--- src/rtl/tcs_pkg.sv ---
`default_nettype none

package tcs_pkg;

    localparam logic [2:0] FUNC_PUT    = 3'd0;
    localparam logic [2:0] FUNC_FOLLOW = 3'd1;
    localparam logic [2:0] FUNC_UP     = 3'd2;
    localparam logic [2:0] FUNC_DOWN   = 3'd3;
    localparam logic [2:0] FUNC_READ   = 3'd4;

    localparam logic [7:0] CH_BS    = 8'h08;
    localparam logic [7:0] CH_TAB   = 8'h09;
    localparam logic [7:0] CH_LF    = 8'h0A;
    localparam logic [7:0] CH_CR    = 8'h0D;
    localparam logic [7:0] CH_FIRST = 8'h20;
    localparam logic [7:0] CH_LAST  = 8'h7F;

    localparam logic [15:0] BLANK_CELL = 16'h0F20;
    localparam int          TAB_STOP   = 8;

    typedef struct packed {
        logic [2:0]  func;
        logic [7:0]  char_code;
        logic [3:0]  bg_color;
        logic [3:0]  fg_color;
        logic [15:0] line_offset;
        logic [10:0] cell_index;
    } item_t;

    typedef struct packed {
        logic [15:0] cell_value;
        logic [13:0] cursor_position;
        logic [6:0]  view_top_line;
    } result_t;

    typedef enum logic {
        ROW_ADD,
        ROW_SUB
    } row_op_t;

    typedef enum logic [3:0] {
        ST_CLEAR,
        ST_IDLE,
        ST_WAIT,
        ST_PC_WRITE,
        ST_ROW_CLEAR,
        ST_REF_INIT,
        ST_REF_COPY,
        ST_CURSOR,
        ST_READ,
        ST_DONE
    } state_t;

endpackage

`default_nettype wire

--- src/rtl/tcs_addr_unit.sv ---
`default_nettype none

// row (ring add or plain subtract) then row * COLS + col, two register stages
module tcs_addr_unit #(
    parameter int COLS        = 80,
    parameter int BUFFER_ROWS = 128,
    localparam int RW = $clog2(BUFFER_ROWS),
    localparam int CW = $clog2(COLS),
    localparam int AW = $clog2(BUFFER_ROWS * COLS)
) (
    input  wire logic             clk,
    input  wire tcs_pkg::row_op_t op,
    input  wire logic [RW-1:0]    row_a,
    input  wire logic [RW-1:0]    row_b,
    input  wire logic [CW-1:0]    col,
    output logic      [AW-1:0]    addr
);

    logic [RW:0]   sum;
    logic [RW-1:0] row_next;
    logic [RW-1:0] row_reg;
    logic [CW-1:0] col_reg;
    logic [AW-1:0] addr_reg;
    logic [AW-1:0] addr_next;

    always_comb
    begin
        if (op == tcs_pkg::ROW_SUB)
        begin
            sum      = {1'b0, row_a} - {1'b0, row_b};
            row_next = sum[RW-1:0];
        end
        else
        begin
            sum = {1'b0, row_a} + {1'b0, row_b};
            if (sum >= (RW+1)'(BUFFER_ROWS))
            begin
                row_next = RW'(sum - (RW+1)'(BUFFER_ROWS));
            end
            else
            begin
                row_next = sum[RW-1:0];
            end
        end
        addr_next = AW'(row_reg) * AW'(COLS) + AW'(col_reg);
    end

    always_ff @(posedge clk)
    begin
        row_reg  <= row_next;
        col_reg  <= col;
        addr_reg <= addr_next;
    end

    assign addr = addr_reg;

endmodule

`default_nettype wire

--- config.mk ---
export PLATFORM = sky130hd
export DESIGN_NAME = tcs_addr_unit
export DESIGN_NICKNAME = d
export VERILOG_FILES = /design/src/rtl/tcs_pkg.sv /design/src/rtl/tcs_addr_unit.sv
export SDC_FILE = /design/constraint.sdc
export NUM_CORES = 1
export LEC_CHECK = 0
export BUFFER_PORTS_ARGS = -buffer_cell sky130_fd_sc_hd__buf_2
export CORE_UTILIZATION = 40
export DETAILED_ROUTE_END_ITERATION = 8
export GPL_ROUTABILITY_DRIVEN = 0
export GPL_TIMING_DRIVEN = 0
export PLACE_DENSITY = 0.73
export SETUP_SLACK_MARGIN = 0.4
export SYNTH_ARGS = -nofsm -noshare
export SYNTH_HDL_FRONTEND = slang
export SYNTH_SLANG_ARGS = --single-unit
--- constraint.sdc ---
create_clock -name clk -period 3.4 [get_ports clk]
set_input_delay 0.34 -clock clk [delete_from_list [all_inputs] [get_ports clk]]
set_output_delay 0.34 -clock clk [all_outputs]
set_load 0.03 [all_outputs]
# --- Yosys cells after proc, flatten, opt, wreduce, memory -nomap -nowiden ---
# Index checks and enable logic that the tools add are counted.
totals:
  register_bits: 28
  latchBits: 0
  mem_bits_rw: 0
  rom_bits: 0
  input_bits: 23
  out_inout_bits: 14
  word_cells: 11
  mem_count: 0
op_classes:
  addsub: 4
  multipliers: 1
  div_mod_pow: 0
  n_lt_le_gt_ge: 1
  eq_ne: 0
  shifts: 0
  muxes: 2
  bitwise_logic: 0
  n_reduce_logical: 0
op_table:
  columns: ["operator", "count"]
  rows:
  - ["$add A14 B7 Y14", 1]
  - ["$mux W7", 2]
  - ["$mul A7 B3 Y10 const B", 1]
  - ["$add A7 B7 Y8", 1]
  - ["$ge A8 B8 Y1 const B", 1]
  - ["$sub A7 B1 Y7 const B", 1]
  - ["$sub A7 B7 Y7", 1]

# --- Depth between registers and ports, before layout ---
logic_depth:
  ltp_word: 4
  ltp_mapped: 10
  mapped_depth_nobuf: 10

# --- Worst setup path after synthesis ---
# No wires, ideal clock.
synth_path:
  path_type: "flip-flop to flip-flop"
  start: "reg row_reg[1]"
  end: "reg addr_reg[13], in the netlist addr[13]"
  setup_time_ns: 0.096
  arrival_time_ns: 2.287
  required_time_ns: 3.304
  path_slack_ns: 1.017
  path_stages_with_launch: 8
  n_path_buf: 0
  synth_period_minus_slack_ns: 2.383
  path_cell_list: "dfxtp_1 -> ha_1 -> ha_1 -> fa_1 -> xor2_1 -> o21ai_1 -> or4_4 -> o41ai_2"
synth_between:
  elab_chain_cells: 2
synth_rtl:
  columns: ["element", "line", "rtl"]
  rows:
  - ["from (decl)", "tcs_addr_unit.sv:21", "logic [RW-1:0] row_reg;"]
  - ["from (signal assigned)", "tcs_addr_unit.sv:50", "row_reg <= row_next;"]
  - ["$mul A7 B3 Y10", "tcs_addr_unit.sv:45", "addr_next = AW'(row_reg) * AW'(COLS) + AW'(col_reg);"]
  - ["$add A14 B7 Y14", "tcs_addr_unit.sv:45", null]
  - ["named net addr_next[13]", "tcs_addr_unit.sv:24", "logic [AW-1:0] addr_next;"]
  - ["to (signal assigned)", "tcs_addr_unit.sv:52", "addr_reg <= addr_next;"]
  - ["to (decl)", "tcs_addr_unit.sv:23", "logic [AW-1:0] addr_reg;"]
# The timed path passes the listed nets, and every way through them passes these cells.

# --- Final worst setup path ---
# Same ends and word-level chain as after synthesis.

==> results.cfg <==
[outcome]
status = finished, final reports clean

[cells_and_area]
final-seq-area_um2 = 561
syn_to_final_growth_pct = 20.3
multi_input_area_um2 = 830
fin_nets = 222
layout-drive-gt1-share_pct = 26.3
fill_cells = 320
largest_register_ffs = 14
diodes = 0
stdcell_count = 221

[critical_path]
crit_type = reg2reg
worstSetupEndpointType = register
worstPathArrival_ps = 2800
cp-start-kind = register
crit_fanout = 3
required_ps = 3640

[global_route]
grt_pass1_wl_um = 3760
grt_max_degree = 17
overflow = 0
grt_usage_pct = 13.1
grt_antenna_before_repair = 0
grt_pass1_vias = 1012

[run]
max_cap_viol_count = 0

[logic_synthesis]
synth_area_leaders = dfxtp_1 (39%), ha_1 (18%), xnor2_1 (7.4%)
syn-instance-count = 135
synth_top_area_share_pct = 39.3
yosysUniqueCellTypes = 33
seq_area_frac_synth_pct = 39.3
ys_ff_latch = 28
syn_area_mm2 = 0.00143
syn_nets = 181
yosysWarnings = 0
synth_top_area_cell = dfxtp_1
avgSynthCellArea_um2 = 10.6

[sta]
hold_viol_final = 0
rsz0062_at_grt = no
final.period_utilization_pct = 75.4
max-slew-margin-rel_pct = 71.3
skew_ps = 8.33
tns_ps = 0
min_period_ps = 2560
setup_viol = 0
max_slew.worst_pin.slew_ps = 426
drv_slew = 0
fin_ws_ps = 838
max_freq_mhz = 390

[floorplan]
start_util_pct = 42.1
die-area_mm2 = 0.00381
die_x_um = 61.7
core-area_mm2 = 0.00339
io_pins = 37
rows = 21
fp.dieH_um = 61.7

[power_and_ir_drop]
p_sw_w = 0.000577
pwr-share-clk_pct = 14.4
power.leakage_nw = 0.826
seqPwrFrac_pct = 30.8
p_per_area_mw_per_mm2 = 852
p_int_w = 0.000886
ir_worst_vdd_mv = 0.255
sw_frac_of_total_pct = 39.5
p_comb_share_pct = 54.8

[clock_network]
cts_max_level = 1
cts_made_buffers = 3
ctsRootBufferMaster = clkbuf_4
cts_hold_buf = 0
post_cts_resized = 0
cts_max_path_buffers = 2
post-cts-setup-buffer-count = 0
cts_tree = done
clk_pin_slew_worst_paths_ps = 140
worstSkewPairLatency_ps = 320
cts_sinks = 28

[placed_design]
dp_hpwl_um = 1960
placed_cells = 217
io_buffers = 36
dp_worst_setup_slack_ps = 838

[detailed_routing]
post_drt_wl_per_cell_um = 10.3
routed_wl_um = 2270
via_per_inst = 4.89
ant_nets = 0
firstDrtPassIters = 4
num_vias = 1080
drtIter0Drc = 19
route.detailed.drc = 0

[worst_hold_path]
min_path_type = in2reg
==> area by class of cell <==
type	count	area share [%]
flip-flops and latches	28	32.6
clock buffers	3	1.31
clock inverters	1	1.75
multi-input cells	97	48.3
well taps	46	3.35
inverters	10	2.18
repair buffers	36	10.5
==> power groups by stage <==
stage          Sequential [W]  Combinational (W)  Clock (W)
6_report             0.000451           0.000802   0.000211
5_1_grt              0.000466           0.000897   0.000228
4_1_cts              0.000452           0.000806   0.000218
3_5_place_dp         0.000461           0.000801          0
3_3_place_gp         0.000458           0.000779          0
2_1_floorplan        0.000578           0.000524          0
==> stage by stage <==
step,utilization [%],area (um^2),total power [W],hold WS (ps)
final,50.7,1720,0.00146,112
after CTS,50.7,1720,0.00148,98.1
after floorplan,-,1430,0.00110,310
after global routing,50.7,1720,0.00159,89.1
after detailed placement,49.1,1670,0.00126,317
after global placement,49.1,1670,0.00124,310
==> final timing paths <==
kind | startpoint | to | slack, ps | depth (start not counted)
worst min-delay path | col[2] | col_reg[2] | 110 | 1
worst max-delay path | row_reg[1] | addr[13] | 840 | 7
worst min register to register | col_reg[0] | addr[0] | 350 | 0
worst max register to register | row_reg[1] | addr[13] | 840 | 7
==> synthesized netlist by cell type <==
master      n
dfxtp_1    28
ha_1       20
nor2_1     13
xnor2_1    12
inv_1      10
a21oi_1     7
o21ai_0     5
xor2_1      4
a211oi_1    3
fa_1        3
nor3_1      3
a21o_1      2
nor2b_1     2
o2111ai_1   2
o21a_1      2
o21bai_1    2
a211o_2     1
a211oi_2    1
and3_1      1
and4b_1     1
mux2i_1     1
nand2_1     1
nor3b_1     1
nor4_1      1
o211ai_1    1
o21ai_1     1
o21ba_2     1
o22ai_1     1
o41ai_2     1
or2_2       1
or3_1       1
or4_4       1
xnor3_1     1
==> logic make-up after synthesis <==
logic type	Yosys count	synth area share [%]
adder cells (fa/ha/maj)	23	21.7
multiplexers	1	0.701
buffers and inverters	10	2.63
AO/OA/AOI/OAI	30	14.9
flip-flops	28	39.3
XOR/XNOR	17	11.4
AND/OR/NAND/NOR	26	9.38
==> critical path, stage by stage, from the launching register on <==
cell and delay [ps]:
dfxtp_1 360, ha_1 300, ha_1 230, fa_1 430
xor2_1 270, o21ai_1 100, or4_4 440, o41ai_2 340
==> cell usage in the layout, fill, tap and decap left out <==
master / synthesis / routed
buf_2: 0 / 36
dfxtp_1: 28 / 28
ha_1: 20 / 20
nor2_1: 13 / 13
xnor2_1: 12 / 12
inv_1: 10 / 10
a21oi_1: 7 / 7
o21ai_0: 5 / 5
xor2_1: 4 / 4
a211oi_1: 3 / 3
nor3_1: 3 / 3
fa_1: 3 / 3
clkbuf_4: 0 / 3
a21o_1: 2 / 2
o21bai_1: 2 / 2
nor2b_1: 2 / 2
o2111ai_1: 2 / 2
o21a_1: 2 / 2
nand2_1: 1 / 1
a211oi_2: 1 / 1
o21ba_2: 1 / 1
o21ai_1: 1 / 1
or4_4: 1 / 1
a211o_2: 1 / 1
or2_2: 1 / 1
and4b_1: 1 / 1
o41ai_2: 1 / 1
o22ai_1: 1 / 1
nor4_1: 1 / 1
xnor3_1: 1 / 1
nor3b_1: 1 / 1
mux2i_1: 1 / 1
or3_1: 1 / 1
and3_1: 1 / 1
o211ai_1: 1 / 1
bufinv_16: 0 / 1
==> per-layer routing <==
metal,GRT usage (%),vias to the layer above,wire length (um)
li1,-,558,-
met4,5.71,0,34
met1,13.8,485,961
met3,1.24,4,78
met5,0,-,0
met2,26.0,33,1190
Power figures use the tool's default switching activity.
