`config.mk`:
```
export PLATFORM = sky130hd
export DESIGN_NAME = tcs_ctrl
export DESIGN_NICKNAME = d
export VERILOG_FILES = /design/src/rtl/tcs_pkg.sv /design/src/rtl/tcs_ctrl.sv
export SDC_FILE = /design/constraint.sdc
export NUM_CORES = 1
export LEC_CHECK = 0
export ABC_AREA = 1
export BUFFER_PORTS_ARGS = -buffer_cell sky130_fd_sc_hd__buf_4
export CAP_MARGIN = 5
export CORE_ASPECT_RATIO = 0.75
export CORE_UTILIZATION = 57
export CTS_BUF_LIST = sky130_fd_sc_hd__clkbuf_16
export DETAILED_ROUTE_END_ITERATION = 12
export PLACE_DENSITY = 0.84
export SLEW_MARGIN = 0
export SYNTH_ARGS = -nofsm -noshare
export SYNTH_HDL_FRONTEND = slang
export SYNTH_SLANG_ARGS = --single-unit
```
`constraint.sdc`:
```
create_clock -name clk -period 6 [get_ports clk]
set_input_delay 0 -clock clk [delete_from_list [all_inputs] [get_ports clk]]
set_output_delay 0 -clock clk [all_outputs]
set_load 0.03 [all_outputs]
```
`src/rtl/tcs_pkg.sv`:
```
`default_nettype none

package tcs_pkg;

    localparam logic [2:0] FUNC_PUT    = 3'd0;
    localparam logic [2:0] FUNC_FOLLOW = 3'd1;
    localparam logic [2:0] FUNC_UP     = 3'd2;
    localparam logic [2:0] FUNC_DOWN   = 3'd3;
    localparam logic [2:0] FUNC_READ   = 3'd4;

    localparam logic [7:0] CH_BS    = 8'h08;
    localparam logic [7:0] CH_TAB   = 8'h09;
    localparam logic [7:0] CH_LF    = 8'h0A;
    localparam logic [7:0] CH_CR    = 8'h0D;
    localparam logic [7:0] CH_FIRST = 8'h20;
    localparam logic [7:0] CH_LAST  = 8'h7F;

    localparam logic [15:0] BLANK_CELL = 16'h0F20;
    localparam int          TAB_STOP   = 8;

    typedef struct packed {
        logic [2:0]  func;
        logic [7:0]  char_code;
        logic [3:0]  bg_color;
        logic [3:0]  fg_color;
        logic [15:0] line_offset;
        logic [10:0] cell_index;
    } item_t;

    typedef struct packed {
        logic [15:0] cell_value;
        logic [13:0] cursor_position;
        logic [6:0]  view_top_line;
    } result_t;

    typedef enum logic {
        ROW_ADD,
        ROW_SUB
    } row_op_t;

    typedef enum logic [3:0] {
        ST_CLEAR,
        ST_IDLE,
        ST_WAIT,
        ST_PC_WRITE,
        ST_ROW_CLEAR,
        ST_REF_INIT,
        ST_REF_COPY,
        ST_CURSOR,
        ST_READ,
        ST_DONE
    } state_t;

endpackage

`default_nettype wire

```
`src/rtl/tcs_ctrl.sv`:
```
`default_nettype none

module tcs_ctrl #(
    parameter int COLS        = 80,
    parameter int SCREEN_ROWS = 25,
    parameter int BUFFER_ROWS = 128,
    localparam int RW  = $clog2(BUFFER_ROWS),
    localparam int CW  = $clog2(COLS),
    localparam int CW1 = $clog2(COLS + tcs_pkg::TAB_STOP),
    localparam int SBN = BUFFER_ROWS * COLS,
    localparam int SC  = SCREEN_ROWS * COLS,
    localparam int AW  = $clog2(SBN),
    localparam int SAW = $clog2(SC),
    localparam int CLN = (SBN > SC) ? SBN : SC,
    localparam int CLW = $clog2(CLN),
    localparam int SRW = $clog2(SCREEN_ROWS + 1)
) (
    input  wire logic             clk,
    input  wire logic             rst_n,
    input  wire logic             item_valid,
    output logic                  item_ready,
    input  wire tcs_pkg::item_t   item,
    output logic                  result_valid,
    input  wire logic             result_ready,
    output tcs_pkg::result_t      result,
    output tcs_pkg::row_op_t      unit_op,
    output logic      [RW-1:0]    unit_row_a,
    output logic      [RW-1:0]    unit_row_b,
    output logic      [CW-1:0]    unit_col,
    input  wire logic [AW-1:0]    unit_addr,
    output logic                  sb_we,
    output logic      [AW-1:0]    sb_waddr,
    output logic      [15:0]      sb_wdata,
    output logic      [AW-1:0]    sb_raddr,
    input  wire logic [15:0]      sb_rdata,
    output logic                  sc_we,
    output logic      [SAW-1:0]   sc_waddr,
    output logic      [15:0]      sc_wdata,
    output logic      [SAW-1:0]   sc_raddr,
    input  wire logic [15:0]      sc_rdata
);

    tcs_pkg::state_t  state_reg, state_next;
    tcs_pkg::state_t  ret_reg, ret_next;
    logic             wait_reg, wait_next;
    logic [CW-1:0]    col_reg, col_next;
    logic [RW-1:0]    row_reg, row_next;
    logic [RW-1:0]    top_reg, top_next;
    logic [RW-1:0]    base_reg, base_next;
    logic [13:0]      cursor_reg, cursor_next;
    logic             scroll_reg, scroll_next;
    logic [CLW-1:0]   cnt_reg, cnt_next;
    logic             wv_reg, wv_next;
    logic             out_valid_reg, out_valid_next;

    tcs_pkg::row_op_t op_reg, op_next;
    logic [RW-1:0]    ra_reg, ra_next;
    logic [RW-1:0]    rb_reg, rb_next;
    logic [CW-1:0]    ocol_reg, ocol_next;
    logic [15:0]      char_reg, char_next;
    logic [AW-1:0]    src_reg, src_next;
    logic [SAW-1:0]   k_reg, k_next;
    logic [SRW-1:0]   r_reg, r_next;
    logic [CW-1:0]    c_reg, c_next;
    logic [SRW-1:0]   rows_reg, rows_next;
    logic [SAW-1:0]   wk_reg, wk_next;
    logic             wcopy_reg, wcopy_next;
    logic [15:0]      cell_reg, cell_next;
    logic             inrange_reg, inrange_next;
    tcs_pkg::result_t out_reg, out_next;

    logic [CW1-1:0]   ncol;
    logic [RW:0]      nrow;
    logic             printable;
    logic             scroll;
    logic [16:0]      row17, top17, off17, tnew, rnum;
    logic [AW+13:0]   cur_ext;
    logic [RW+6:0]    top_ext;
    logic [SAW+10:0]  idx_ext;

    always_ff @(posedge clk or negedge rst_n)
    begin
        if (!rst_n)
        begin
            state_reg     <= tcs_pkg::ST_CLEAR;
            ret_reg       <= tcs_pkg::ST_IDLE;
            wait_reg      <= 1'b0;
            col_reg       <= '0;
            row_reg       <= '0;
            top_reg       <= '0;
            base_reg      <= '0;
            cursor_reg    <= '0;
            scroll_reg    <= 1'b0;
            cnt_reg       <= '0;
            wv_reg        <= 1'b0;
            out_valid_reg <= 1'b0;
        end
        else
        begin
            state_reg     <= state_next;
            ret_reg       <= ret_next;
            wait_reg      <= wait_next;
            col_reg       <= col_next;
            row_reg       <= row_next;
            top_reg       <= top_next;
            base_reg      <= base_next;
            cursor_reg    <= cursor_next;
            scroll_reg    <= scroll_next;
            cnt_reg       <= cnt_next;
            wv_reg        <= wv_next;
            out_valid_reg <= out_valid_next;
        end
    end

    always_ff @(posedge clk)
    begin
        op_reg      <= op_next;
        ra_reg      <= ra_next;
        rb_reg      <= rb_next;
        ocol_reg    <= ocol_next;
        char_reg    <= char_next;
        src_reg     <= src_next;
        k_reg       <= k_next;
        r_reg       <= r_next;
        c_reg       <= c_next;
        rows_reg    <= rows_next;
        wk_reg      <= wk_next;
        wcopy_reg   <= wcopy_next;
        cell_reg    <= cell_next;
        inrange_reg <= inrange_next;
        out_reg     <= out_next;
    end

    always_comb
    begin
        state_next     = state_reg;
        ret_next       = ret_reg;
        wait_next      = wait_reg;
        col_next       = col_reg;
        row_next       = row_reg;
        top_next       = top_reg;
        base_next      = base_reg;
        cursor_next    = cursor_reg;
        scroll_next    = scroll_reg;
        cnt_next       = cnt_reg;
        wv_next        = 1'b0;
        out_valid_next = out_valid_reg;
        op_next        = op_reg;
        ra_next        = ra_reg;
        rb_next        = rb_reg;
        ocol_next      = ocol_reg;
        char_next      = char_reg;
        src_next       = src_reg;
        k_next         = k_reg;
        r_next         = r_reg;
        c_next         = c_reg;
        rows_next      = rows_reg;
        wk_next        = wk_reg;
        wcopy_next     = wcopy_reg;
        cell_next      = cell_reg;
        inrange_next   = inrange_reg;
        out_next       = out_reg;

        item_ready = 1'b0;
        sb_we      = 1'b0;
        sb_waddr   = cnt_reg[AW-1:0];
        sb_wdata   = tcs_pkg::BLANK_CELL;

        ncol      = CW1'(col_reg);
        nrow      = {1'b0, row_reg};
        printable = (item.char_code >= tcs_pkg::CH_FIRST) &&
                    (item.char_code <= tcs_pkg::CH_LAST);
        scroll    = 1'b0;
        row17     = 17'(row_reg);
        top17     = 17'(top_reg);
        off17     = 17'(item.line_offset);
        tnew      = top17;
        rnum      = '0;
        cur_ext   = (AW+14)'(unit_addr);
        top_ext   = (RW+7)'(top_reg);

        if (result_valid && result_ready)
        begin
            out_valid_next = 1'b0;
        end

        unique case (state_reg)
            tcs_pkg::ST_CLEAR:
            begin
                sb_we    = (cnt_reg < CLW'(SBN));
                cnt_next = cnt_reg + 1'b1;
                if (cnt_reg == CLW'(CLN - 1))
                begin
                    cnt_next   = '0;
                    state_next = tcs_pkg::ST_IDLE;
                end
            end

            tcs_pkg::ST_IDLE:
            begin
                item_ready = 1'b1;
                if (item_valid)
                begin
                    cell_next = '0;
                    op_next   = tcs_pkg::ROW_ADD;
                    ra_next   = base_reg;
                    wait_next = 1'b1;
                    case (item.func) inside
                        tcs_pkg::FUNC_PUT:
                        begin
                            char_next = {item.bg_color, item.fg_color, item.char_code};
                            rb_next   = row_reg;
                            ocol_next = col_reg;
                            if (item.char_code == tcs_pkg::CH_BS && col_reg != '0)
                            begin
                                ncol = ncol - 1'b1;
                            end
                            else if (item.char_code == tcs_pkg::CH_TAB)
                            begin
                                ncol = (ncol + CW1'(tcs_pkg::TAB_STOP)) &
                                       ~CW1'(tcs_pkg::TAB_STOP - 1);
                            end
                            else if (item.char_code == tcs_pkg::CH_CR)
                            begin
                                ncol = '0;
                            end
                            else if (item.char_code == tcs_pkg::CH_LF)
                            begin
                                ncol = '0;
                                nrow = nrow + 1'b1;
                            end
                            else if (printable)
                            begin
                                ncol = ncol + 1'b1;
                            end
                            if (ncol >= CW1'(COLS))
                            begin
                                ncol = '0;
                                nrow = nrow + 1'b1;
                            end
                            scroll = (nrow >= (RW+1)'(BUFFER_ROWS - 1));
                            if (scroll)
                            begin
                                nrow      = (RW+1)'(BUFFER_ROWS - 2);
                                base_next = (base_reg == RW'(BUFFER_ROWS - 1)) ?
                                            '0 : base_reg + 1'b1;
                            end
                            col_next    = ncol[CW-1:0];
                            row_next    = nrow[RW-1:0];
                            scroll_next = scroll;
                            if (printable)
                            begin
                                ret_next   = tcs_pkg::ST_PC_WRITE;
                                state_next = tcs_pkg::ST_WAIT;
                            end
                            else if (scroll)
                            begin
                                ra_next    = base_next;
                                rb_next    = RW'(BUFFER_ROWS - 1);
                                ocol_next  = '0;
                                ret_next   = tcs_pkg::ST_ROW_CLEAR;
                                state_next = tcs_pkg::ST_WAIT;
                            end
                            else
                            begin
                                state_next = tcs_pkg::ST_DONE;
                            end
                        end

                        tcs_pkg::FUNC_FOLLOW, tcs_pkg::FUNC_UP, tcs_pkg::FUNC_DOWN:
                        begin
                            if (item.func == tcs_pkg::FUNC_FOLLOW)
                            begin
                                tnew = (row17 >= 17'(SCREEN_ROWS - 1)) ?
                                       row17 - 17'(SCREEN_ROWS - 1) : '0;
                            end
                            else if (item.func == tcs_pkg::FUNC_UP)
                            begin
                                tnew = (top17 >= off17) ? top17 - off17 : '0;
                            end
                            else
                            begin
                                tnew = (top17 + off17 < row17) ? top17 + off17 : row17;
                            end
                            rnum       = row17 + 17'd1 - tnew;
                            rows_next  = (rnum >= 17'(SCREEN_ROWS)) ?
                                         SRW'(SCREEN_ROWS) : rnum[SRW-1:0];
                            top_next   = tnew[RW-1:0];
                            rb_next    = tnew[RW-1:0];
                            ocol_next  = '0;
                            ret_next   = tcs_pkg::ST_REF_INIT;
                            state_next = tcs_pkg::ST_WAIT;
                        end

                        tcs_pkg::FUNC_READ:
                        begin
                            inrange_next = (17'(item.cell_index) < 17'(SC));
                            state_next   = tcs_pkg::ST_READ;
                        end

                        default:
                        begin
                            state_next = tcs_pkg::ST_DONE;
                        end
                    endcase
                end
            end

            tcs_pkg::ST_WAIT:
            begin
                wait_next = 1'b0;
                if (!wait_reg)
                begin
                    state_next = ret_reg;
                end
            end

            tcs_pkg::ST_PC_WRITE:
            begin
                sb_we    = 1'b1;
                sb_waddr = unit_addr;
                sb_wdata = char_reg;
                if (scroll_reg)
                begin
                    op_next    = tcs_pkg::ROW_ADD;
                    ra_next    = base_reg;
                    rb_next    = RW'(BUFFER_ROWS - 1);
                    ocol_next  = '0;
                    wait_next  = 1'b1;
                    ret_next   = tcs_pkg::ST_ROW_CLEAR;
                    state_next = tcs_pkg::ST_WAIT;
                end
                else
                begin
                    state_next = tcs_pkg::ST_DONE;
                end
            end

            tcs_pkg::ST_ROW_CLEAR:
            begin
                sb_we    = 1'b1;
                sb_waddr = unit_addr + AW'(cnt_reg);
                cnt_next = cnt_reg + 1'b1;
                if (cnt_reg == CLW'(COLS - 1))
                begin
                    cnt_next    = '0;
                    scroll_next = 1'b0;
                    state_next  = tcs_pkg::ST_DONE;
                end
            end

            tcs_pkg::ST_REF_INIT:
            begin
                src_next   = unit_addr;
                k_next     = '0;
                r_next     = '0;
                c_next     = '0;
                state_next = tcs_pkg::ST_REF_COPY;
            end

            tcs_pkg::ST_REF_COPY:
            begin
                wv_next    = 1'b1;
                wk_next    = k_reg;
                wcopy_next = (r_reg < rows_reg);
                src_next   = (src_reg == AW'(SBN - 1)) ? '0 : src_reg + 1'b1;
                k_next     = k_reg + 1'b1;
                if (c_reg == CW'(COLS - 1))
                begin
                    c_next = '0;
                    r_next = r_reg + 1'b1;
                end
                else
                begin
                    c_next = c_reg + 1'b1;
                end
                if (k_reg == SAW'(SC - 1))
                begin
                    op_next    = tcs_pkg::ROW_SUB;
                    ra_next    = row_reg;
                    rb_next    = top_reg;
                    ocol_next  = col_reg;
                    wait_next  = 1'b1;
                    ret_next   = tcs_pkg::ST_CURSOR;
                    state_next = tcs_pkg::ST_WAIT;
                end
            end

            tcs_pkg::ST_CURSOR:
            begin
                cursor_next = cur_ext[13:0];
                state_next  = tcs_pkg::ST_DONE;
            end

            tcs_pkg::ST_READ:
            begin
                cell_next  = inrange_reg ? sc_rdata : '0;
                state_next = tcs_pkg::ST_DONE;
            end

            tcs_pkg::ST_DONE:
            begin
                if (!out_valid_reg || result_ready)
                begin
                    out_next.cell_value      = cell_reg;
                    out_next.cursor_position = cursor_reg;
                    out_next.view_top_line   = top_ext[6:0];
                    out_valid_next           = 1'b1;
                    state_next               = tcs_pkg::ST_IDLE;
                end
            end

            default:
            begin
                state_next = tcs_pkg::ST_IDLE;
            end
        endcase
    end

    assign idx_ext  = (SAW+11)'(item.cell_index);
    assign sc_raddr = idx_ext[SAW-1:0];
    assign sb_raddr = src_reg;

    always_comb
    begin
        if (state_reg == tcs_pkg::ST_CLEAR)
        begin
            sc_we    = (cnt_reg < CLW'(SC));
            sc_waddr = cnt_reg[SAW-1:0];
            sc_wdata = tcs_pkg::BLANK_CELL;
        end
        else
        begin
            sc_we    = wv_reg;
            sc_waddr = wk_reg;
            sc_wdata = wcopy_reg ? sb_rdata : tcs_pkg::BLANK_CELL;
        end
    end

    assign unit_op      = op_reg;
    assign unit_row_a   = ra_reg;
    assign unit_row_b   = rb_reg;
    assign unit_col     = ocol_reg;
    assign result_valid = out_valid_reg;
    assign result       = out_reg;

endmodule

`default_nettype wire

```
# Word level (Yosys, flattened, before mapping)
# Index checks and enable logic that the tools add are counted.
[totals]
regBits = 214
latch_bits = 0
mem_bits_rw = 0
romBits = 0
memories = 0
[classes]
addsub = 17
multipliers = 0
div_mod_pow = 0
order_cmp = 12
n_eq_ne = 34
n_shift = 0
mux = 112
bitwise = 2
reduce_logical = 29
[op_table]
columns = ["operator", "n"]
rows = [
  ["$mux W7", 33],
  ["$mux W17", 9],
  ["$mux W8", 11],
  ["$pmux W14 S2", 3],
  ["$mux W16", 5],
  ["$mux W4", 18],
  ["$pmux W7 S3", 3],
  ["$mux W14", 3],
  ["$pmux W4 S9", 1],
  ["$eq A8 B4 Y1 const B", 4],
  ["$pmux W16 S2", 1],
  ["$add A14 B1 Y14 const B", 2],
  ["$eq A14 B14 Y1 const B", 2],
  ["$pmux W11 S2", 1],
  ["$add A7 B1 Y7 const B", 3],
  ["$ne A2 B2 Y1 const B", 9],
  ["$add A7 B16 Y17", 1],
  ["$ge A17 B5 Y1 const B", 1],
  ["$lt A17 B7 Y1", 1],
  ["$sub A7 B16 Y17", 1],
  ["$sub A8 B17 Y17", 1],
  ["$add A7 B1 Y8 const B", 2],
  ["$eq A4 B3 Y1 const B", 4],
  ["$ge A7 B16 Y1", 1],
  ["other kinds (53)", 86],
]

# Logic depth before layout (Yosys ltp)
# Gate-level depths: netlist (run 1).
[depth]
depth_word = 22
ltp_mapped = 39

# Least setup slack after synthesis (run 1)
# No wires, ideal clock.
[synth_path]
path_type = "register -> register"
start = "register top_reg[0]"
end = "register rows_reg[0], data pin"
arrival_ps = 5295
required_ps = 5740
setup_slack_ps = 445
path_stages_with_launch = 36
n_path_buf = 0
period_less_slack_ps = 5555
cell_sequence = "dfrtp_1 ha_1 inv_1 fa_1 or2_2 o21ai_2 xor2_1 ha_1 and3_1 nand2_1 nand2_1 nand2_1 nand2_1 a21oi_1 nand3_1 nor2_1 nand3_2 o21ai_0 nand2_1 ha_1 inv_1 ha_1 fa_1 nand2_1 nand2_1 a21oi_1 nor2_1 o21ai_0 nand2_1 xor2_1 o311ai_0 a21oi_1 and2_1 nand2_1 nor2_1 nand2_1"
[synth_via]
elab_chain_len = 11
word_cells_on_any_way = 14
[synth_lines]
columns = ["element", "line_no", "text"]
rows = [
  ["start: declaration", "tcs_ctrl.sv:48", "logic [RW-1:0] top_reg, top_next;"],
  ["start signal: assignment", "tcs_ctrl.sv:105", "top_reg <= top_next;"],
  ["$add A7 B16 Y17", "tcs_ctrl.sv:283", "tnew = (top17 + off17 < row17) ? top17 + off17 : row17;"],
  ["$lt A17 B7 Y1", "tcs_ctrl.sv:283", ""],
  ["$mux W17", "tcs_ctrl.sv:283", ""],
  ["$mux W17 *", "tcs_ctrl.sv:277", "else if (item.func == tcs_pkg::FUNC_UP)"],
  ["$mux W17 *", "tcs_ctrl.sv:272", "if (item.func == tcs_pkg::FUNC_FOLLOW)"],
  ["$mux W17 * (2 in series)", "tcs_ctrl.sv:208", "case (item.func) inside"],
  ["$mux W17 *", "tcs_ctrl.sv:202", "if (item_valid)"],
  ["$mux W17 *", "tcs_ctrl.sv:187", "unique case (state_reg)"],
  ["$sub A8 B17 Y17 *", "tcs_ctrl.sv:285", "rnum = row17 + 17'd1 - tnew;"],
  ["$ge A17 B5 Y1", "tcs_ctrl.sv:286", "rows_next = (rnum >= 17'(SCREEN_ROWS)) ?"],
  ["end signal: assignment", "tcs_ctrl.sv:126", "rows_reg <= rows_next;"],
  ["end: declaration", "tcs_ctrl.sv:65", "logic [SRW-1:0] rows_reg, rows_next;"],
]
# Mark *: on every way between the ends. The rest lies on a longest branch, timed or not. The select of a mux whose other input is x is not followed.
# A chain may end at the register's enable or synchronous reset.

# Worst setup path in the final report (run 1)
[layout_path]
start = "register top_reg[0]"
end = "register rows_reg[3], data pin"
# The elaborated chain is that of the path after synthesis.

==> summary by stage, run 1 <==
Clock tree
The clock buffer count from CTS is 21. The clock transition at the registers of the reported paths is 0.07 ns. The number of sinks handled by clock tree synthesis is 213. For the worst-skew pair, the clock arrives at the later sink with an insertion delay of 0.51 ns. In this run the number of H-tree levels came out at 1. The longest clock path from root to sink contains 3 buffers.

The clock tree from TritonCTS is built. The cell chosen for the clock root is clkbuf_16.

Job
The tool flagged a number of max-cap violations equal to 0.

Global routing
The wire length of the first global-routing pass is 61900 um. The initial antenna violation count is 0. The maximum number of pins on one net before global-route repair is 68. The number of global-route vias before repair was 12100. The all-layer global routing usage is 31.8%. The residual overflow from global routing is 0.

Route
The first routing iteration left 1355 violations. The number of detailed-route iterations in the first pass is 6. The number of remaining DRC errors is 0. The via count of the routed design is 13000. Wire segments on met2 add up to 18000 um in the final route. The uppermost metal layer occupied by signal nets is met4. In the final routed layout, each cell accounts on average for 17.1 um.

The sum of routed wire segments on met1 is 17200 um. Once detail routing completed, the nets flagged for antenna violations numbered 0. The post-detailed-routing wire length is 39700 um. After detailed routing, the number of vias per cell comes to 5.58.

Detailed routing placed a total of 3730 um of wire on met3.

Die
The count of standard-cell rows is 48. The region available for standard cell placement spans 0.0232 mm^2. The die is 136 um tall. The number of top-level pins is 241. The die area is 0.0246 mm^2. The floorplan step set the die width to 181 um. The initial standard-cell utilization of the core is 58.7%.

Yosys
The number of synthesized register bits is 213. Counting instances in the post-synthesis netlist gives the leading cell types as nand2_1 (403), inv_1 (287), nor2_1 (169). Summing the sequential cell areas from Yosys gives 44.4% of the chip area.

The instance count of the mapped netlist is 1717. When the netlist entered floorplanning its net count stood at 1884. The share of flip-flops with an asynchronous set or reset after synthesis is 31.5%. The proportion of netlist area held by the largest area contributor is 32.1%. The number of different library cells used by synthesis comes to 58. The mean area per synthesized cell is 7.95 um^2.

The synthesized design spends more area on one cell type than any other, namely edfxtp_1. Counting flops with a built-in enable in the synthesized netlist gives 146. Summing every instance area after synthesis gives 0.0137 mm^2.

The number of warning messages in the yosys log is 0. In the post-synthesis netlist, the biggest area contributors are edfxtp_1 (32%), dfrtp_1 (12%), nand2_1 (11%). The prevailing post-synth register cell is edfxtp_1. The most repeated cell in the gate-level netlist after synthesis is nand2_1.

Final layout
The layout cell share with drive strength beyond 1 is 18.0%. The area growth from synthesis to layout is 25.0%. The non-filler instance count after layout is 2323. The number of antenna repair diodes is 0. The register with the most flip-flops in the layout has 37 of them.

The final net count is 2175. Fill cells in the final layout number 1779.

STA
The final worst-path cycle share is 95.0%. The worst setup margin is 0.302 ns. At the pin with the least slew margin, the transition time is 1.05 ns. The number of failing hold endpoints at the final stage is 0. The count of final max-slew check failures is 0.

The worst-case headroom to the max-slew limit is 29.9%. The clock period minus worst slack is 5.70 ns. In the final timing run, aggregate negative setup slack is 0 ns.

Based on the critical path, the design can be clocked at up to 175 MHz. The total of endpoints with negative setup slack in the final report is 0. Between clock sinks in the finished design, the worst skew comes to 0.0108 ns.

Setup path
At the worst endpoint, the required time is 6.26 ns. The most frequent cell on the critical path is nand2_1. The arrival time at the worst endpoint is 5.96 ns.

STA classifies the critical path endpoint as a flip-flop. The cell type of the slowest stage on the worst timing path is dfrtp_1. The worst setup path is launched from a flip-flop.

The path type of the worst setup path is flip-flop to flip-flop. For this run, the slowest stage of the critical path takes 0.38 ns. The highest net fanout along the worst path is 8.

Place
Summed over all nets, the half-perimeter wirelength after detailed placement is 29000 um. The final RePlAce weighted congestion is 0.985. Timing analysis after detailed placement gives a worst setup slack of -0.125 ns. The placed cell count is 2226. The number of buffers inserted by port buffering is 232.

Pwr
The ratio of total power to cell area is 466 mW/mm^2. The total power is 7.95 mW. The maximum VDD drop is 0.254 mV. The analysis attributes to cell leakage a power of 8.23 nW.

Hold path
The class of the worst hold path is input port to output pin.

Status
The run finished with clean final reports.
-- worst max-delay path: cells and delay by family, from the launching register on --
family          cells  cell delay [ns]
simple gates       22             2.02
fa+ha+maj           6             1.49
compound gates      6             0.95
flops               1             0.38
xor+xnor            2             0.38
buf+inv             3             0.23
-- layer usage --
layer | GRT usage, % | vias up
met5 | 0 | -
met4 | 8.21 | 0
met3 | 5.44 | 73
met2 | 51.3 | 665
met1 | 44.5 | 6006
li1 | - | 6228
-- per-stage QoR --
stage          hold WS (ns)  util (%)  area (um^2)
2_1_floorplan        -0.296         -        13700
3_3_place_gp       0.000222      67.5        15700
3_5_place_dp       0.000222      67.5        15700
4_1_cts            0.000222      72.9        16900
5_1_grt            0.000181      73.4        17100
6_report          0.0000888      73.4        17100
-- report_power, final --
group	internal, mW	switching, mW	leakage, nW
Combinational	1.41	2.69	5.69
Clock	0.816	0.569	0.361
Sequential	2.13	0.336	2.18
-- logic make-up (layout without fill, tap and decap cells) --
logic type	after synthesis	after routing	synth area share (%)
DFF	213	213	44.4
adders and majority gates	71	71	6.73
AOI/OAI and AO/OA	246	246	10.7
buffers and inverters	339	645	9.86
xor gates and xnor gates	43	43	2.76
and+or+nand+nor	805	805	25.6
-- worst paths after layout --
kind / from / to / slack (ns) / depth (start not counted)
max in group asynchronous: rst_n / cnt_reg[10]$_DFFE_PN0P_ / 5.17 / 2
worst min-delay path: item[1] / sc_raddr[1] / 0.00009 / 0
min in group asynchronous: rst_n / cursor_reg[9]$_DFFE_PN0N_ / 0.19 / 2
worst max register to register: top_reg[0]$_DFFE_PN0P_ / rows_reg[3]$_SDFFCE_PP1P_ / 0.30 / 39
worst min register to register: cell_reg[6]$_SDFFCE_PN0P_ / result[27]$_DFFE_PP_ / 0.42 / 0
worst max-delay path: top_reg[0]$_DFFE_PN0P_ / rows_reg[3]$_SDFFCE_PP1P_ / 0.30 / 39
-- final cells by class --
class                      count  area (um^2)  area share, %
inverter                     297         1110           6.53
clock buffer                  21          526           3.08
multi-input combinational   1165         6340           37.1
clock inverter                17          191           1.12
timing repair buffer         310         2460           14.4
tap                          300          375           2.20
sequential                   213         6060           35.5
-- what timing repair did --
item / in CTS / in global routing
hold endpoints to repair: 131 / 0
resized for setup: 4 / 17
endpoints found under the setup margin: 3 / 5
pin swaps: 0 / 13
setup buffers: 0 / 7
hold buffers: 52 / 0
-- layout by cell type, fill, tap and decap left out, types with 24 or more instances in the layout --
cell type,instances
a21oi_1,66
buf_4,257
dfrtp_1,66
dlygate4sd3_1,52
edfxtp_1,146
ha_1,64
inv_1,290
nand2_1,401
nand3_1,112
nor2_1,166
nor3_1,38
o21ai_0,88
o22ai_1,24
xor2_1,34
Note: power is estimated with default switching activity, not from simulation.
==> run 2: changes to the inputs <==
Settings changed: CELL_PAD_IN_SITES_DETAIL_PLACEMENT from default to 0, CELL_PAD_IN_SITES_GLOBAL_PLACEMENT from default to 1, CORE_UTILIZATION 57 to 42, SLEW_MARGIN 0 to 20.
==> run 2 against run 1 <==
- clock power grew 8%
- design area grew 1.6%
- global-route usage shrank 7.8 points
- die area grew 35%
- sequential cell count is the same
- critical path depth shrank 5
- first-iteration DRC count shrank 39%
- core utilization shrank 19 points
- register-to-register slack gained 0.02 ns
- critical path type unchanged
- largest cell class unchanged
- highest routed layer unchanged
==> summary by stage, run 2 (same netlist as run 1, synthesis figures left out) <==
Global routing
The residual overflow from global routing is 0. The all-layer global routing usage is 24.0%. The wire length of the first global-routing pass is 62500 um. The maximum number of pins on one net before global-route repair is 68. The number of global-route vias before repair is 11700. The initial antenna violation count is 0.

Route
The initial DRC count is 823. For this run, design rule violations remaining after detail routing come to 0. The detail route stage leaves a number of antenna-violating nets equal to 0. The routed layout has 12500 vias. The wire length per cell after detailed routing is 16.4 um. For this block, the routed nets add up to 40400 um of wire. The first TritonRoute pass finished after 5 iterations. After detailed routing, the number of vias per cell comes to 5.07.

Setup path
The slowest stage of the critical path belongs to the cell fa_2. On the critical path the largest part of the delay comes from adder cells. The number of buffers and inverters on the critical path is 4. In this design, the stage delay of the slowest critical-path cell is 0.40 ns.

The critical path is of the flip-flop to flip-flop type. In this run the critical register-to-register path is captured at rows_reg[4]$_SDFFCE_PP1P_. The depth of the worst register-to-register path is 34. The highest net fanout along the worst path is 6. The kind of start point of the critical path is a flip-flop. Among the stages of the critical path, the cell type that occurs most often is nand2_1. The endpoint type of the worst setup path is a flip-flop. For the worst setup path, the data arrival time is 5.94 ns. The startpoint identified for the worst register-to-register timing path is top_reg[0]$_DFFE_PN0P_. Counting buffers and inverters, the worst setup path is 34 cells deep. The worst setup slack for register-to-register paths is 0.32 ns. The required time reported for the critical path endpoint is 6.26 ns.

Job
The number of max-capacitance violations reported is 0.

STA
The transition time of the tightest slew-check pin is 1.16 ns. The total of endpoints with negative setup slack in the final report is 0. In the finished design, the share of the clock period the worst path needs comes to 94.6%. Measured against its own limit, the worst slew margin works out to 22.8%. The number of failing hold endpoints at the final stage came to 0. The count of final max-slew check failures is 0. The clock skew is 0.0237 ns. After layout, the minimum clock period comes to 5.68 ns. The worst hold slack is 0.0000132 ns. Timing would allow up to 176 MHz.

Die
The die area is 0.0332 mm^2. Once the floorplan was initialized, standard cells occupied 43.2% of the core. In this run the count of I/O pins placed on the die edge is 241. Measured along the y axis, the die boundary spans 158 um. The die width is 210 um.

The count of standard-cell rows is 56. The area of the core region is 0.0316 mm^2.

Clock tree
The clock tree from TritonCTS is built. The later pin in the worst-skew pair is clocked with a latency of 0.53 ns. The cell chosen for the clock root is clkbuf_16.

Clock tree synthesis inserted a total of 24 buffers. The number of H-tree levels is 1. No sink is reached through more buffers than the 3 on the longest clock path. CTS saw 213 sinks.

The clock transition at the registers of the reported paths is 0.06 ns.

Hold path
The tightest min-delay check is of the input port to output pin type. The end of the worst hold path is sc_raddr[1]. The startpoint identified for the worst hold timing path is item[1]. The worst hold path passes through 0 cells.

Pwr
The worst-case IR drop observed on VDD is 0.219 mV. In this run the power density over the cells is 466 mW/mm^2. The leakage power summed over all cells is 8.28 nW.

The total power is 8.07 mW.

Final layout
The area growth from synthesis to layout is 27.0%. The filler cell count is 2968. Leaving out fill and tap cells, the most frequent cell in the layout is nand2_1. The number of antenna repair diodes is 0. In the layout the commonest cells are nand2_1 (402), inv_1 (290), buf_4 (257). The post-route netlist has 18.2% of its cells at a drive strength greater than 1. The final net count is 2178. For this run, the share of the core covered by cells in the final layout is 54.9%. The register with the most flip-flops in the layout has 37 of them.

Place
The congestion estimate from routability-driven global placement came to 0.961. The estimated wirelength of the detail-placed design is 30400 um. In this run the tool buffered the top-level ports with 232 buffer cells.

Status
The run finished with clean final reports.
-- run 2: cell count changes in the layout (fill, tap and decap cells not counted), moves of 2 or more --
cell,delta
a21oi_1,-2
a21oi_2,+2
clkbuf_16,+4
clkinv_1,+3
inv_6,-2
nor2_1,-2
-- run 2: final cells by class --
class,count,area [um^2],share of cell area (%)
Inverter,297,1110,6.43
Tap cell,435,544,3.14
Clock buffer,25,626,3.61
Clock inverter,19,171,0.988
Multi-Input combinational cell,1165,6350,36.6
Sequential cell,213,6060,35.0
Timing Repair Buffer,310,2480,14.3
-- run 2: where the power goes --
| group | switching (mW) | internal (mW) |
|---|---|---|
| registers | 0.282 | 2.13 |
| clock network | 0.606 | 0.885 |
| logic | 2.73 | 1.44 |
-- run 2: how the worst max path moves through the flow --
stage	to	from
6_report	rows_reg[4]$_SDFFCE_PP1P_	top_reg[0]$_DFFE_PN0P_
5_1_grt	rows_reg[3]$_SDFFCE_PP1P_	top_reg[0]$_DFFE_PN0P_
4_1_cts	rows_reg[4]$_SDFFCE_PP1P_	top_reg[0]$_DFFE_PN0P_
3_5_place_dp	rows_reg[4]$_SDFFCE_PP1P_	top_reg[0]$_DFFE_PN0P_
3_3_place_gp	rows_reg[3]$_SDFFCE_PP1P_	top_reg[0]$_DFFE_PN0P_
2_1_floorplan	rows_reg[0]$_SDFFCE_PP1P_	top_reg[0]$_DFFE_PN0P_
-- run 2: routing by layer --
layer / part of all wire (%) / global-route usage (%) / wire (um) / vias up
met3: 6.5 / 3.37 / 2640 / 48
met5: 0 / 0 / 0 / -
li1: - / - / - / 6259
met2: 43 / 37.5 / 17500 / 420
met4: 1.7 / 4.59 / 674 / 0
met1: 49 / 35.2 / 19700 / 5765
-- run 2: metrics by stage --
stage / cell area, um^2 / setup slack, ns / TNS [ns] / cells
detailed placement: 15900 / -0.0666 / -0.188 / 2363
global route: 17300 / -0.0245 / -0.0611 / 2464
global placement: 15900 / 0.124 / 0 / 2363
floorplan: 13700 / 0.445 / 0 / 1717
CTS: 17200 / 0.0513 / 0 / 2459
finish: 17300 / 0.322 / 0 / 2464
-- run 2: what timing repair did --
item	CTS	global route
hold buffers	52	0
hold endpoints to repair	132	0
endpoints found under the setup margin	3	5
setup buffers	0	4
pin swaps	0	7
resized for setup	2	19
==> run 3: changes to the inputs <==
Settings changed: MAX_ROUTING_LAYER from default to met4.
==> run 3 against run 2 <==
- worst hold slack about the same
- critical endpoint is now rows_reg[3]$_SDFFCE_PP1P_
- register-to-register slack better by 0.05 ns
- non-clock buffer count up 1
- die area unchanged
- critical path depth up 3
- count of clock-buffer cells in the layout unchanged
- critical path type unchanged
- combinational power about the same
- clock skew up 0.0054 ns
- sequential power about the same
- largest cell class unchanged
- cell count about the same
- highest routed layer unchanged
==> summary by stage, run 3 (same netlist as run 1, synthesis figures left out) <==
Status
The flow ran to the end, and the final reports show no timing, DRC or antenna violations.

STA
The number of failing hold endpoints at the final stage is 0. The total of endpoints with negative setup slack in the final report is 0. For this run, the top clock speed supported by timing is 178 MHz. Subtracting the final worst setup slack from the clock period gives 5.63 ns. Clock skew on the completed layout was measured at 0.0291 ns. The final setup TNS is 0 ns.

The transition time of the tightest slew-check pin is 1.06 ns. Headroom to the max-slew limit came out at 29.1%. The final worst-path cycle share is 93.8%. The count of final max-slew check failures came to 0. Hold timing on the final database bottoms out at a slack of 0.0000132 ns.

Setup path
STA puts the critical path data required time at 6.27 ns. The depth of the worst register-to-register path is 37. The largest individual stage delay along the critical path comes from the cell fa_2. The endpoint type of the worst setup path is a flip-flop.

The arrival time at the worst endpoint is 5.90 ns. The path type of the worst setup path is flip-flop to flip-flop. Along the worst path, the maximum fanout reaches 6. In this design, the stage delay of the slowest critical-path cell is 0.39 ns. By instance count, the cell type seen most on the critical path is nand2_1. The worst setup path is launched from a flip-flop.

Die
For this configuration, the core starts out at a cell density of 43.2%. The die area is 0.0332 mm^2. Row generation in the floorplan step produced 56 rows. The area of the core region is 0.0316 mm^2. The die width is 210 um. From bottom edge to top edge, the die measures 158 um. The number of top-level pins is 241.

Route
The sum of routed wire segments on met1 is 19700 um. Dividing the detail-routed via count by the number of cells gives 5.11. Wires add up to 40400 um. Dividing the detail-routed wire length by the instance count gives 16.4 um.

The uppermost metal layer occupied by signal nets is met4. In this run the remaining antenna-violating nets after routing total 0. Detailed routing placed a total of 17300 um of wire on met2.

The number of detailed-route iterations in the first pass is 5. The number of remaining DRC errors is 0. For this block, the initial DRC count from the detailed router was 909. The final route contains 12600 vias. Wire segments on met3 add up to 2590 um in the final route.

Global routing
The initial antenna violation count is 0. Entering global routing, the biggest net connects 68 pins. For this run the aggregate overflow at the end of global routing stands at 0. The all-layer global routing usage is 24.7%. The number of global-route vias before repair was 11700. The wire length of the first global-routing pass is 62500 um.

Clock tree
The clock latency at the later pin of the worst-skew pair is 0.54 ns. The clock passes through at most 3 buffers. In this run the number of H-tree levels came out at 1. TritonCTS created 24 clock buffers.

TritonCTS built the clock tree. The clock transition at the registers of the reported paths is 0.06 ns. For this design, the sink count on the clock tree is 213. The cell chosen for the clock root is clkbuf_16.

Final layout
The number of antenna repair diodes is 0. The final design utilization is 55.2%. The flip-flop count of the largest register after layout is 37. Leaving out fill and tap cells, the most frequent cell in the layout is nand2_1. The final net count is 2179. Summing all non-filler instances in the final layout gives an area of 0.0174 mm^2. The area growth from synthesis to layout is 27.7%.

Leaving out fill and tap cells, the most frequent cells in the layout are nand2_1 (402), inv_1 (288), buf_4 (256). Cells with a size suffix above 1 make up 18.6% of the layout.

Place
Once placement finished, the instance area stood at 0.0159 mm^2. Routability-driven placement finished with a final weighted congestion of 0.964. The estimated wirelength of the detail-placed design is 30500 um. The count of buffers added on input and output ports is 232.

Job
Across the run, the number of max-cap violations was 0.

Pwr
The ratio of total power to cell area is 471 mW/mm^2. In this run the static leakage power is 8.31 nW. The maximum VDD drop is 0.209 mV.

Hold path
Counting instances, the worst hold path has a depth of 0. The class of the worst hold path is input port to output pin.
-- run 3: final cells by class --
type	instances	area, um^2
inverters	297	1110
clock buffers	25	626
repair buffers	311	2470
well taps	435	544
clock inverters	19	267
multi-input cells	1165	6340
flip-flops and latches	213	6060
fillers	2991	14200
-- run 3: routing by layer --
| layer | vias to the layer above | global-route usage [%] |
|---|---|---|
| met5 | - | - |
| met4 | 0 | 5.87 |
| met3 | 61 | 3.35 |
| met2 | 438 | 36.9 |
| met1 | 5869 | 35.4 |
| li1 | 6239 | - |
-- run 3: critical path: cells and delay by family, from the launching register on --
| family | cells | cell delay (ns) |
|---|---|---|
| AO/OA/AOI/OAI | 6 | 0.94 |
| XOR/XNOR | 2 | 0.34 |
| adder cells (fa/ha/maj) | 6 | 1.58 |
| buffers and inverters | 4 | 0.30 |
| flip-flops | 1 | 0.37 |
| AND/OR/NAND/NOR | 19 | 1.87 |
-- run 3: final timing paths --
kind	start	to	slack [ns]
max in group asynchronous	rst_n	row_reg[6]$_DFFE_PN0P_	5.22
worst max register to register	top_reg[0]$_DFFE_PN0P_	rows_reg[3]$_SDFFCE_PP1P_	0.37
worst min register to register	cell_reg[10]$_SDFFCE_PN0P_	result[31]$_DFFE_PP_	0.42
worst max-delay path	top_reg[0]$_DFFE_PN0P_	rows_reg[3]$_SDFFCE_PP1P_	0.37
min in group asynchronous	rst_n	cursor_reg[4]$_DFFE_PN0N_	0.15
worst min-delay path	item[1]	sc_raddr[1]	0.00001
-- run 3: timing repair --
action	4_1_cts	5_1_grt
hold buffers	54	0
pin swaps	0	13
hold endpoints to repair	133	0
resized for setup	2	24
gates cloned	0	0
buffers inserted	0	4
setup endpoints to repair	3	5
-- run 3: power breakdown --
group          internal (mW)  total (mW)  switching (mW)
logic                   1.42        4.15            2.72
registers               2.13        2.41           0.281
clock network           1.02        1.65           0.630
total                   4.58        8.21            3.63
-- run 3: through the flow --
stage               power [mW]  cells  worst slack (ns)
floorplan                 5.06   1717             0.445
global placement          6.34   2363             0.113
detailed placement        6.38   2363           -0.0640
CTS                       8.10   2461            0.0573
global route              8.79   2465           -0.0680
finish                    8.21   2465             0.370
